**src/rtl/core/dcsp_pkg.sv**
```systemverilog
package dcsp_pkg;

  localparam int unsigned IN_TDATA_W  = 120;
  localparam int unsigned OUT_TDATA_W = 328;
  localparam int unsigned CFG_ADDR_W  = 2;
  localparam int unsigned CFG_DATA_W  = 64;
  localparam int unsigned QUEUE_DEPTH = 2;

  localparam logic [15:0] LEVEL_SOCKET = 16'd1;
  localparam logic [7:0]  TYPE_HEADER  = 8'd98;
  localparam logic [7:0]  TYPE_OFFSET  = 8'd99;
  localparam logic [7:0]  TYPE_DMABUF  = 8'h42;

  typedef enum logic [CFG_ADDR_W-1:0] {
    REG_BOUNCE_BASE = 2'd0,
    REG_BOUNCE_SIZE = 2'd1,
    REG_DMABUF_BASE = 2'd2,
    REG_DMABUF_SIZE = 2'd3
  } cfg_idx_t;

  typedef enum logic [2:0] {
    ST_OK         = 3'd0,
    ST_INVALID    = 3'd1,
    ST_NO_RECORDS = 3'd2,
    ST_NO_DATA    = 3'd3,
    ST_NO_BOUNCE  = 3'd4
  } status_t;

  typedef enum logic {
    KIND_SCATTER = 1'b0,
    KIND_STATUS  = 1'b1
  } kind_t;

  typedef struct packed {
    kind_t       kind;
    logic        dev_frag;
    logic [31:0] src_off;
    logic [63:0] src_address;
    logic [31:0] dst_off;
    logic [31:0] length;
    logic [31:0] token;
    status_t     status;
    logic [63:0] bytes_total;
    logic [63:0] bytes_linear;
    logic        last;
  } res_t;

endpackage

```
**src/rtl/core/devmem_cmsg_scatter_parser_core.sv**
```systemverilog
// Channel | Ports                         | Transaction
// --------+-------------------------------+------------------------------------
// in      | in_tvalid/tready/tdata/tuser/ | one receive control record;
//         | in_tlast                      | tuser = end_only, tlast = last_record
// out     | out_tvalid/tready/tdata/      | scatter entry or message status;
//         | out_tuser/out_tlast           | tuser = kind, tlast = last
// cfg     | cfg_wr_en/cfg_addr/cfg_wdata  | register write, no read-back
//
// One record a cycle while each record yields at most one result and the out side
// does not stall. A record that yields an entry plus a status waits for an empty
// two-entry result queue. Records are registered in the input stage, results in the queue.
// rst_n is synchronous and clears the input stage, queue and message state.
// in_tready depends only on registers; a stalled out side fills the queue and
// then holds the input stage.
module devmem_cmsg_scatter_parser_core (
  input  logic                               clk,
  input  logic                               rst_n,
  input  logic                               in_tvalid,
  output logic                               in_tready,
  // record_level[15:0], record_type[23:16], fragment offset[55:24],
  // fragment size[87:56], fragment token[119:88]
  input  logic [dcsp_pkg::IN_TDATA_W-1:0]    in_tdata,
  // end_only
  input  logic                               in_tuser,
  input  logic                               in_tlast,
  output logic                               out_tvalid,
  input  logic                               out_tready,
  // dev_frag[0], src_off[32:1], src_address[96:33], dst_off[128:97],
  // length[160:129], token[192:161], status[195:193], bytes_total[259:196],
  // bytes_linear[323:260], zero pad[327:324]
  output logic [dcsp_pkg::OUT_TDATA_W-1:0]   out_tdata,
  // kind
  output logic                               out_tuser,
  output logic                               out_tlast,
  input  logic                               cfg_wr_en,
  input  logic [dcsp_pkg::CFG_ADDR_W-1:0]    cfg_addr,
  input  logic [dcsp_pkg::CFG_DATA_W-1:0]    cfg_wdata
);
  import dcsp_pkg::*;

  logic [63:0] bounce_base_r, dmabuf_base_r;
  logic [31:0] bounce_size_r, dmabuf_size_r;

  logic                  in_valid_r;
  logic [IN_TDATA_W-1:0] in_data_r;
  logic                  in_end_r, in_last_r;

  logic [63:0] host_offset_r, host_offset_nxt;
  logic [63:0] running_dst_r, running_dst_nxt;
  logic        saw_record_r, saw_record_nxt;
  logic        aborted_r, aborted_nxt;
  logic        saw_linear_r, saw_linear_nxt;

  res_t       q_r [QUEUE_DEPTH];
  res_t       q_nxt [QUEUE_DEPTH];
  logic [1:0] count_r, count_nxt;

  logic [15:0] level;
  logic [7:0]  rtype;
  logic [31:0] foff, fsize, ftok;
  logic        is_rec, is_hdr, lin_bad, dev_bad, err, entry;
  logic [31:0] lin_sum, dev_sum;
  logic [63:0] add_dst, add_host, dst_sum, host_sum;
  logic [63:0] src_base, src_off64, src_addr;
  logic [1:0]  n_res, free_slots, base;
  logic        fire, pop, clr;
  status_t     st;
  res_t        err_res, ent_res, st_res, r0;

  // configuration
  always_ff @(posedge clk) begin
    if (!rst_n) begin
      bounce_base_r <= '0;
      bounce_size_r <= '0;
      dmabuf_base_r <= '0;
      dmabuf_size_r <= '0;
    end else if (cfg_wr_en) begin
      unique case (cfg_idx_t'(cfg_addr))
        REG_BOUNCE_BASE: bounce_base_r <= cfg_wdata;
        REG_BOUNCE_SIZE: bounce_size_r <= cfg_wdata[31:0];
        REG_DMABUF_BASE: dmabuf_base_r <= cfg_wdata;
        REG_DMABUF_SIZE: dmabuf_size_r <= cfg_wdata[31:0];
        default: ;
      endcase
    end
  end

  // input stage
  assign in_tready = !in_valid_r || fire;

  always_ff @(posedge clk) begin
    if (!rst_n) begin
      in_valid_r <= 1'b0;
    end else if (in_tready) begin
      in_valid_r <= in_tvalid;
    end
  end

  always_ff @(posedge clk) begin
    if (in_tvalid && in_tready) begin
      in_data_r <= in_tdata;
      in_end_r  <= in_tuser;
      in_last_r <= in_tlast;
    end
  end

  // record decode and checks
  always_comb begin
    level = in_data_r[15:0];
    rtype = in_data_r[23:16];
    foff  = in_data_r[55:24];
    fsize = in_data_r[87:56];
    ftok  = in_data_r[119:88];

    is_rec = !in_end_r && (level == LEVEL_SOCKET) &&
             (rtype == TYPE_HEADER || rtype == TYPE_OFFSET || rtype == TYPE_DMABUF);
    is_hdr = (rtype == TYPE_HEADER);

    lin_sum = host_offset_r[31:0] + fsize;
    dev_sum = foff + fsize;
    lin_bad = (bounce_base_r == '0) || (bounce_size_r == '0) || (lin_sum > bounce_size_r);
    dev_bad = (dmabuf_base_r != '0) && (dmabuf_size_r != '0) && (dev_sum > dmabuf_size_r);

    err   = is_rec && (is_hdr ? ((fsize != '0) && lin_bad) : dev_bad);
    // an empty linear fragment counts as seen but is skipped
    entry = is_rec && !err && !(is_hdr && (fsize == '0));

    add_dst  = entry ? {32'd0, fsize} : 64'd0;
    add_host = (entry && is_hdr) ? {32'd0, fsize} : 64'd0;
    dst_sum  = running_dst_r + add_dst;
    host_sum = host_offset_r + add_host;

    src_base  = is_hdr ? bounce_base_r : dmabuf_base_r;
    src_off64 = is_hdr ? host_offset_r : {32'd0, foff};
    src_addr  = src_base + src_off64;

    if (!(saw_record_r || is_rec)) begin
      st = ST_NO_RECORDS;
    end else if (dst_sum == '0) begin
      st = ST_NO_DATA;
    end else if ((saw_linear_r || (entry && is_hdr)) && (bounce_base_r == '0)) begin
      st = ST_NO_BOUNCE;
    end else begin
      st = ST_OK;
    end
  end

  // result assembly
  always_comb begin
    err_res              = '0;
    err_res.kind         = KIND_STATUS;
    err_res.status       = ST_INVALID;
    err_res.bytes_total  = running_dst_r;
    err_res.bytes_linear = host_offset_r;
    err_res.last         = 1'b1;

    ent_res              = '0;
    ent_res.kind         = KIND_SCATTER;
    ent_res.dev_frag     = !is_hdr;
    ent_res.src_off      = src_off64[31:0];
    ent_res.src_address  = src_addr;
    ent_res.dst_off      = running_dst_r[31:0];
    ent_res.length       = fsize;
    ent_res.token        = is_hdr ? 32'd0 : ftok;
    ent_res.status       = ST_OK;
    ent_res.bytes_total  = dst_sum;
    ent_res.bytes_linear = host_sum;

    st_res               = '0;
    st_res.kind          = KIND_STATUS;
    st_res.status        = st;
    st_res.bytes_total   = dst_sum;
    st_res.bytes_linear  = host_sum;
    st_res.last          = 1'b1;

    r0 = err ? err_res : (entry ? ent_res : st_res);

    if (aborted_r) begin
      n_res = 2'd0;
    end else if (err) begin
      n_res = 2'd1;
    end else begin
      n_res = {1'b0, entry} + {1'b0, in_last_r};
    end
  end

  // fire only when the queue has room for every result of this record
  assign free_slots = 2'(QUEUE_DEPTH) - count_r;
  assign fire       = in_valid_r && (n_res <= free_slots);
  assign pop        = out_tvalid && out_tready;

  // message state
  always_comb begin
    host_offset_nxt = host_offset_r;
    running_dst_nxt = running_dst_r;
    saw_record_nxt  = saw_record_r;
    aborted_nxt     = aborted_r;
    saw_linear_nxt  = saw_linear_r;
    clr             = 1'b0;
    if (fire) begin
      if (aborted_r || err) begin
        clr         = in_last_r;
        aborted_nxt = !in_last_r;
      end else if (in_last_r) begin
        clr = 1'b1;
      end else begin
        host_offset_nxt = host_sum;
        running_dst_nxt = dst_sum;
        saw_record_nxt  = saw_record_r || is_rec;
        saw_linear_nxt  = saw_linear_r || (entry && is_hdr);
      end
      if (clr) begin
        host_offset_nxt = '0;
        running_dst_nxt = '0;
        saw_record_nxt  = 1'b0;
        aborted_nxt     = 1'b0;
        saw_linear_nxt  = 1'b0;
      end
    end
  end

  always_ff @(posedge clk) begin
    if (!rst_n) begin
      host_offset_r <= '0;
      running_dst_r <= '0;
      saw_record_r  <= 1'b0;
      aborted_r     <= 1'b0;
      saw_linear_r  <= 1'b0;
    end else begin
      host_offset_r <= host_offset_nxt;
      running_dst_r <= running_dst_nxt;
      saw_record_r  <= saw_record_nxt;
      aborted_r     <= aborted_nxt;
      saw_linear_r  <= saw_linear_nxt;
    end
  end

  // two-entry result queue, head in slot 0
  always_comb begin
    q_nxt = q_r;
    base  = count_r - {1'b0, pop};
    if (pop) begin
      q_nxt[0] = q_r[1];
    end
    if (fire && (n_res != 2'd0)) begin
      q_nxt[base[0]] = r0;
      if (n_res == 2'd2) begin
        q_nxt[1] = st_res;
      end
    end
    count_nxt = base + (fire ? n_res : 2'd0);
  end

  always_ff @(posedge clk) begin
    q_r <= q_nxt;
  end

  always_ff @(posedge clk) begin
    if (!rst_n) begin
      count_r <= '0;
    end else begin
      count_r <= count_nxt;
    end
  end

  assign out_tvalid = (count_r != 2'd0);
  assign out_tuser  = q_r[0].kind;
  assign out_tlast  = q_r[0].last;
  assign out_tdata  = {4'd0, q_r[0].bytes_linear, q_r[0].bytes_total, q_r[0].status,
                       q_r[0].token, q_r[0].length, q_r[0].dst_off,
                       q_r[0].src_address, q_r[0].src_off, q_r[0].dev_frag};

  a_count_bound: assert property (@(posedge clk) disable iff (!rst_n)
    count_r <= 2'(QUEUE_DEPTH))
    else $error("result queue overfilled");

  a_pair_needs_empty: assert property (@(posedge clk) disable iff (!rst_n)
    (fire && (n_res == 2'd2)) |-> (count_r == 2'd0))
    else $error("two results pushed into a non-empty queue");

  a_drop_silent: assert property (@(posedge clk) disable iff (!rst_n)
    (fire && aborted_r) |=> (count_r <= $past(count_r)))
    else $error("result produced while dropping an aborted message");

  a_status_is_last: assert property (@(posedge clk) disable iff (!rst_n)
    out_tvalid |-> (out_tuser == out_tlast))
    else $error("status and last flag disagree");

endmodule

```
**config.mk**
```make
export PLATFORM = sky130hd
export DESIGN_NAME = devmem_cmsg_scatter_parser_core
export DESIGN_NICKNAME = d
export VERILOG_FILES = /design/src/rtl/core/dcsp_pkg.sv /design/src/rtl/core/devmem_cmsg_scatter_parser_core.sv
export SDC_FILE = /design/constraint.sdc
export NUM_CORES = 2
export LEC_CHECK = 0
export ABC_CLOCK_PERIOD_IN_PS = 42400
export BUFFER_PORTS_ARGS = -buffer_cell sky130_fd_sc_hd__buf_2
export CAP_MARGIN = 10
export CELL_PAD_IN_SITES_DETAIL_PLACEMENT = 0
export CELL_PAD_IN_SITES_GLOBAL_PLACEMENT = 1
export CORE_ASPECT_RATIO = 0.75
export CORE_UTILIZATION = 40
export DETAILED_ROUTE_END_ITERATION = 6
export PLACE_DENSITY = 0.82
export SKIP_LAST_GASP = 1
export SLEW_MARGIN = 15
export SYNTH_ARGS = -nofsm -noshare
export SYNTH_HDL_FRONTEND = slang
export SYNTH_SLANG_ARGS = --single-unit
```
**constraint.sdc**
```tcl
create_clock -name clk -period 42.4 [get_ports clk]
set_input_delay 8.48 -clock clk [delete_from_list [all_inputs] [get_ports clk]]
set_output_delay 8.48 -clock clk [all_outputs]
set_load 0.02 [all_outputs]
```
Word-level counts from Yosys, hierarchy flattened
Index checks and enable logic that the tools add are counted.

Add/subtract/negate cells: 9. Order comparisons: 5. Eq/ne operators: 10. Multiplexer cells: 37. Bitwise logic cells: 1. Reductions and logical operators: 47.

Operator list (number): 326-bit two-way mux (5); 652-bit bitwise mux (1); 652-bit two-way mux (1); 64-bit two-way mux (8); 326-bit demux with 1-bit select (1); 64-bit by 32-bit adder with 64-bit output (2); 64-bit zero test (2); 32-bit two-way mux (3); 32-bit adder (2); 64-bit adder (1); 32-bit > comparator (2); 32-bit zero test (2); 32-bit nonzero test (2); 64-bit nonzero test (1); 8-bit by 7-bit equality test with 1-bit output, second input constant (3); 16-bit by 1-bit equality test with 1-bit output, second input constant (1); 1-bit logical AND (16); 1-bit two-way mux (12); 2-bit AND reduction (5); 3-bit two-way mux (3); 1-bit logical OR (8); 2-bit equality test, second input constant (3); 1-bit zero test (6); 2-bit two-way mux (3); other kinds (13) (16).

Flip-flop bits (word level): 1100. Logic and storage cells: 145.

Depth between registers and ports, before layout
Depth in word-level cells: 20. Depth in mapped cells: 45. Depth with buffers taken out: 42.

Worst setup path before layout
No wires, ideal clock.

Kind: reg-to-reg. Start: register host_offset_r[1]. End: register with a tool-made name. Library setup time: 0.636 ns. Data arrival time: 17.308 ns. Setup slack: 24.457 ns. Stages on the path, launching flop included: 38. Cell sequence: dfxtp_1 -> inv_1 -> fa_1 -> nor2b_1 -> o31ai_1 -> a21oi_1 -> o211ai_1 -> a211oi_1 -> o2111ai_1 -> a31oi_1 -> a41oi_1 -> a21oi_1 -> a21o_1 -> a21oi_1 -> xnor2_1 -> ha_1 -> nand4_1 -> nor2_1 -> (+2 left out) -> nor3_1 -> a311oi_1 -> nand3_1 -> nand2_1 -> inv_1 -> clkbuf_1 -> clkbuf_1 -> clkbuf_1 -> ha_1 -> nand2b_1 -> nor2_1 -> ha_1 -> nor2b_1 -> o21ai_0 -> nand2_1 -> nor2_1 -> o31a_1 -> nor2b_1.

RTL lines: start, declared (line devmem_cmsg_scatter_parser_core.sv:48) `logic [63:0] host_offset_r, host_offset_nxt;`; start signal, assigned (line devmem_cmsg_scatter_parser_core.sv:230) `host_offset_r <= host_offset_nxt;`.

Worst setup path after layout
Start: register in_data_r[56]. End: output port in_tready.

Word-level cells in the longest chain between the ends: 15.

Ends and longest elaborated chain: start, declared (line devmem_cmsg_scatter_parser_core.sv:45) `logic [IN_TDATA_W-1:0] in_data_r;`; start signal, assigned (line devmem_cmsg_scatter_parser_core.sv:101) `in_data_r <= in_tdata;`; 32-bit adder (line devmem_cmsg_scatter_parser_core.sv:119) `lin_sum = host_offset_r[31:0] + fsize;`; 32-bit > comparator (line devmem_cmsg_scatter_parser_core.sv:121) `lin_bad = (bounce_base_r == '0) || (bounce_size_r == '0) || (lin_sum > bounce_size_r);`; 1-bit logical OR (line devmem_cmsg_scatter_parser_core.sv:121); 1-bit logical AND (line devmem_cmsg_scatter_parser_core.sv:124) `err = is_rec && (is_hdr ? ((fsize != '0) && lin_bad) : dev_bad);`; 1-bit two-way mux (line devmem_cmsg_scatter_parser_core.sv:124); 1-bit logical AND (line devmem_cmsg_scatter_parser_core.sv:124); 1-bit zero test (line devmem_cmsg_scatter_parser_core.sv:126) `entry = is_rec && !err && !(is_hdr && (fsize == '0));`; 1-bit logical AND (2 in series) (line devmem_cmsg_scatter_parser_core.sv:126); 1-bit by 1-bit adder with 2-bit output (line devmem_cmsg_scatter_parser_core.sv:183) `n_res = {1'b0, entry} + {1'b0, in_last_r};`; 2-bit two-way mux (*) (line devmem_cmsg_scatter_parser_core.sv:180) `end else if (err) begin`; 2-bit two-way mux (*) (line devmem_cmsg_scatter_parser_core.sv:178) `if (aborted_r) begin`; 2-bit <= comparator (*) (line devmem_cmsg_scatter_parser_core.sv:189) `assign fire = in_valid_r && (n_res <= free_slots);`; 1-bit logical AND (*) (line devmem_cmsg_scatter_parser_core.sv:189); 1-bit logical OR (*) (line devmem_cmsg_scatter_parser_core.sv:89) `assign in_tready = !in_valid_r || fire;`; end, declared (line devmem_cmsg_scatter_parser_core.sv:19) `output logic in_tready,`.

Every way passes the cells marked *; elsewhere a longest branch is shown, timed or not.

==> impl_metrics.json <==
{
  "cts_sinks": 1100,
  "final_common_cell": "nand2_1",
  "root_buffer": "clkbuf_16",
  "place_area_sq_um": 64200,
  "intPower_w": 0.00240,
  "critPathLaunch": "in_data_r[56]$_DFFE_PP_",
  "cp_max_fo": 94,
  "via_per_inst": 5.74,
  "powerDensity_nw_per_um2": 57.5,
  "overflow": 0,
  "drt_iter0_markers": 6158,
  "htreeDepth": 3,
  "clkTransAtPathRegs_ns": 0.06,
  "slew_headroom_pct": 15.2,
  "dp_hpwl_microns": 164000,
  "p_switching_w": 0.00151,
  "p_clk_share_pct": 27.1,
  "period_minus_slack_ns": 18.00,
  "switching_share_pct": 38.6,
  "drc": 0,
  "mostFrequentLayoutCells": "nand2_1, a21oi_1, dfxtp_1",
  "setup_viol": 0,
  "numCtsBuffers": 116,
  "path_common_cell": "ha_1",
  "clockBufferDepth": 3,
  "hold_viol": 0,
  "clock_latency_ns": 0.79,
  "cts_repair_resize_count": 0,
  "drv_cap": 0,
  "start_kind": "flip-flop",
  "ys_seq_elements": 1100,
  "grt_antenna_before_repair": 23,
  "critPathTopFamily": "compound AO/OA/AOI/OAI gates",
  "synth_ff_type": "dfxtp_1",
  "port_buffers": 520,
  "slowest_delay_ns": 0.58,
  "finish.net_count": 7761,
  "skew_ns": 0.0526,
  "drive_above_1_share_pct": 11.7,
  "wl_per_cell_microns": 24.0,
  "vias": 54600,
  "hp-class": "flip-flop to flip-flop",
  "rows": 125,
  "syn_area_sq_um": 62500,
  "r2r-start": "in_data_r[56]$_DFFE_PP_",
  "routed_wl_microns": 228000,
  "pin_count": 525,
  "cts_tree": "yes",
  "initial_core_util_pct": 40.3,
  "synthCells": 7391,
  "p_leak_nw": 27.7,
  "worst_path_max_delay_cell": "nand2_1",
  "track_usage_pct": 27.9,
  "rsz0062_at_grt": "false",
  "grt_max_degree": 162,
  "tightest_slew_ns": 1.27,
  "final_max_slew_viol_count": 0,
  "gp_congestion": 0.938,
  "grt_pass1_vias": 50200,
  "ys_types": 112,
  "ir_drop_mv": 0.0447,
  "drt_pass1_iterations": 7,
  "crit_path_end_kind": "output port",
  "max_freq_ghz": 0.0555,
  "die_h_microns": 344,
  "hold_buffers": 0,
  "comb_power_share_pct": 33.9,
  "p_seq_share_pct": 39.0,
  "area_growth_pct": 8.94,
  "grt_pass1_wl_microns": 335000,
  "postRouteAntennaNets": 0,
  "timing_worst_setup_path_type": "flip-flop to output port",
  "hp-start": "out_tdata[144]$_DFF_P_",
  "tns_ns": 0,
  "path_buf_inv": 4,
  "core_region_area_sq_um": 155000,
  "fin_crit_sh_pct": 42.5,
  "die_w_microns": 458,
  "status": "completed",
  "synth_edf_count": 448,
  "avgSynthCellArea_sq_um": 8.45,
  "ys_async_sr_fraction_pct": 0,
  "cts_setup_buffers": 0,
  "die_area_sq_um": 158000,
  "ys.warnings.count": 0,
  "cp_data_arrival_time_ns": 9.52,
  "final_area_sq_um": 68100,
  "fillCellCount": 15300,
  "required_ns": 33.92,
  "ys_seq_area_share_pct": 42.4
}
cells in the mapped netlist (all sizes together) (7+ instances only):
library cell	n	area [sq um]
nand2	1525	5730
a21oi	666	3350
dfxtp	652	13100
edfxtp	448	13500
clkbuf	423	1620
nor2	387	1450
buf	375	2690
o21ai	268	1350
ha	259	3240
and3	235	1470
a21boi	218	1640
nand3	169	856
a31oi	159	1000
inv	158	593
xnor2	143	1280
nor3	118	617
and2	115	723
a21o	110	828
xor2	103	902
mux2i	101	1010
nor2b	96	603
nand4	82	513
nor4	76	512
o22ai	72	450
o31ai	47	372
a22o	44	385
o21a	42	315
nand2b	28	175
or3	27	175
o21bai	22	165
o211ai	19	143
or2	18	113
a211oi	17	133
and4	17	150
or4	11	87.6
a31o	10	87.6
nand3b	10	75.1
a41oi	9	78.8
o2111ai	9	78.8
a211o	7	61.3
power by group through the flow:
| stage | Combinational, W | Clock [W] | Sequential (W) |
|---|---|---|---|
| 2_1_floorplan | 0.00108 | 0 | 0.00148 |
| 3_3_place_gp | 0.00130 | 0 | 0.00154 |
| 3_5_place_dp | 0.00131 | 0 | 0.00155 |
| 4_1_cts | 0.00132 | 0.00108 | 0.00153 |
| 5_1_grt | 0.00144 | 0.00112 | 0.00155 |
| 6_report | 0.00133 | 0.00106 | 0.00153 |
worst register-to-register path: cells and delay by family (launching register included):
family / cells / cell delay, ns
buffers and inverters: 2 / 0.45
and+or+nand+nor: 16 / 4.58
DFF: 1 / 0.44
xor gates and xnor gates: 1 / 0.14
muxes: 1 / 0.41
AOI/OAI and AO/OA: 16 / 4.87
adders and majority gates: 4 / 1.54
layout make-up:
type / count / area (sq um) / area share, %
Timing Repair Buffer: 590 / 3190 / 4.68
Sequential cell: 1100 / 26500 / 38.9
Clock inverter: 48 / 494 / 0.726
Clock buffer: 174 / 3390 / 4.98
Multi-Input combinational cell: 5338 / 31300 / 45.9
Antenna cell: 4 / 10.0 / 0.0147
Inverter: 158 / 607 / 0.891
Tap cell: 2095 / 2620 / 3.85
worst paths after layout:
path | to | slack [ns] | cells after the start
hold reg to reg | out_tdata[144]$_DFF_P_ | 0.47 | 2
setup reg to reg | flip-flop | 29.68 | 40
setup / recovery | in_tready | 24.40 | 35
hold / removal | out_tdata[144]$_DFF_P_ | 0.47 | 2
stage by stage:
stage / power, W / hold WS, ns / setup slack (ns) / std cells / utilization [%]
final: 0.00391 / 0.473 / 24.40 / 9507 / 43.9
after global placement: 0.00284 / 0.450 / 25.50 / 9281 / 41.4
after global routing: 0.00410 / 0.491 / 23.74 / 9504 / 43.9
after detailed placement: 0.00286 / 0.464 / 25.33 / 9281 / 41.4
after CTS: 0.00392 / 0.472 / 24.42 / 9503 / 43.9
after floorplan: 0.00256 / 0.437 / 24.46 / 7394 / -
per-layer routing:
metal  up-vias  track usage [%]  wire length [microns]
met5         -                0                     45
met4         8             8.15                   6860
met3       298             4.44                  17400
met2      2196             42.0                  99200
met1     26600             41.1                 105000
li1      25500                -                      -
kinds of logic after synthesis:
logic type               after synthesis  share of synthesized area (%)
AO/OA/AOI/OAI                       1780                           17.6
XOR/XNOR                             246                           3.49
adder cells (fa/ha/maj)              264                           5.35
buffers and inverters                956                           7.84
flip-flops                          1100                           42.4
multiplexers                         103                           1.66
other                                  1                        0.00600
AND/OR/NAND/NOR                     2941                           21.6
(Power assumes the default switching activity.)
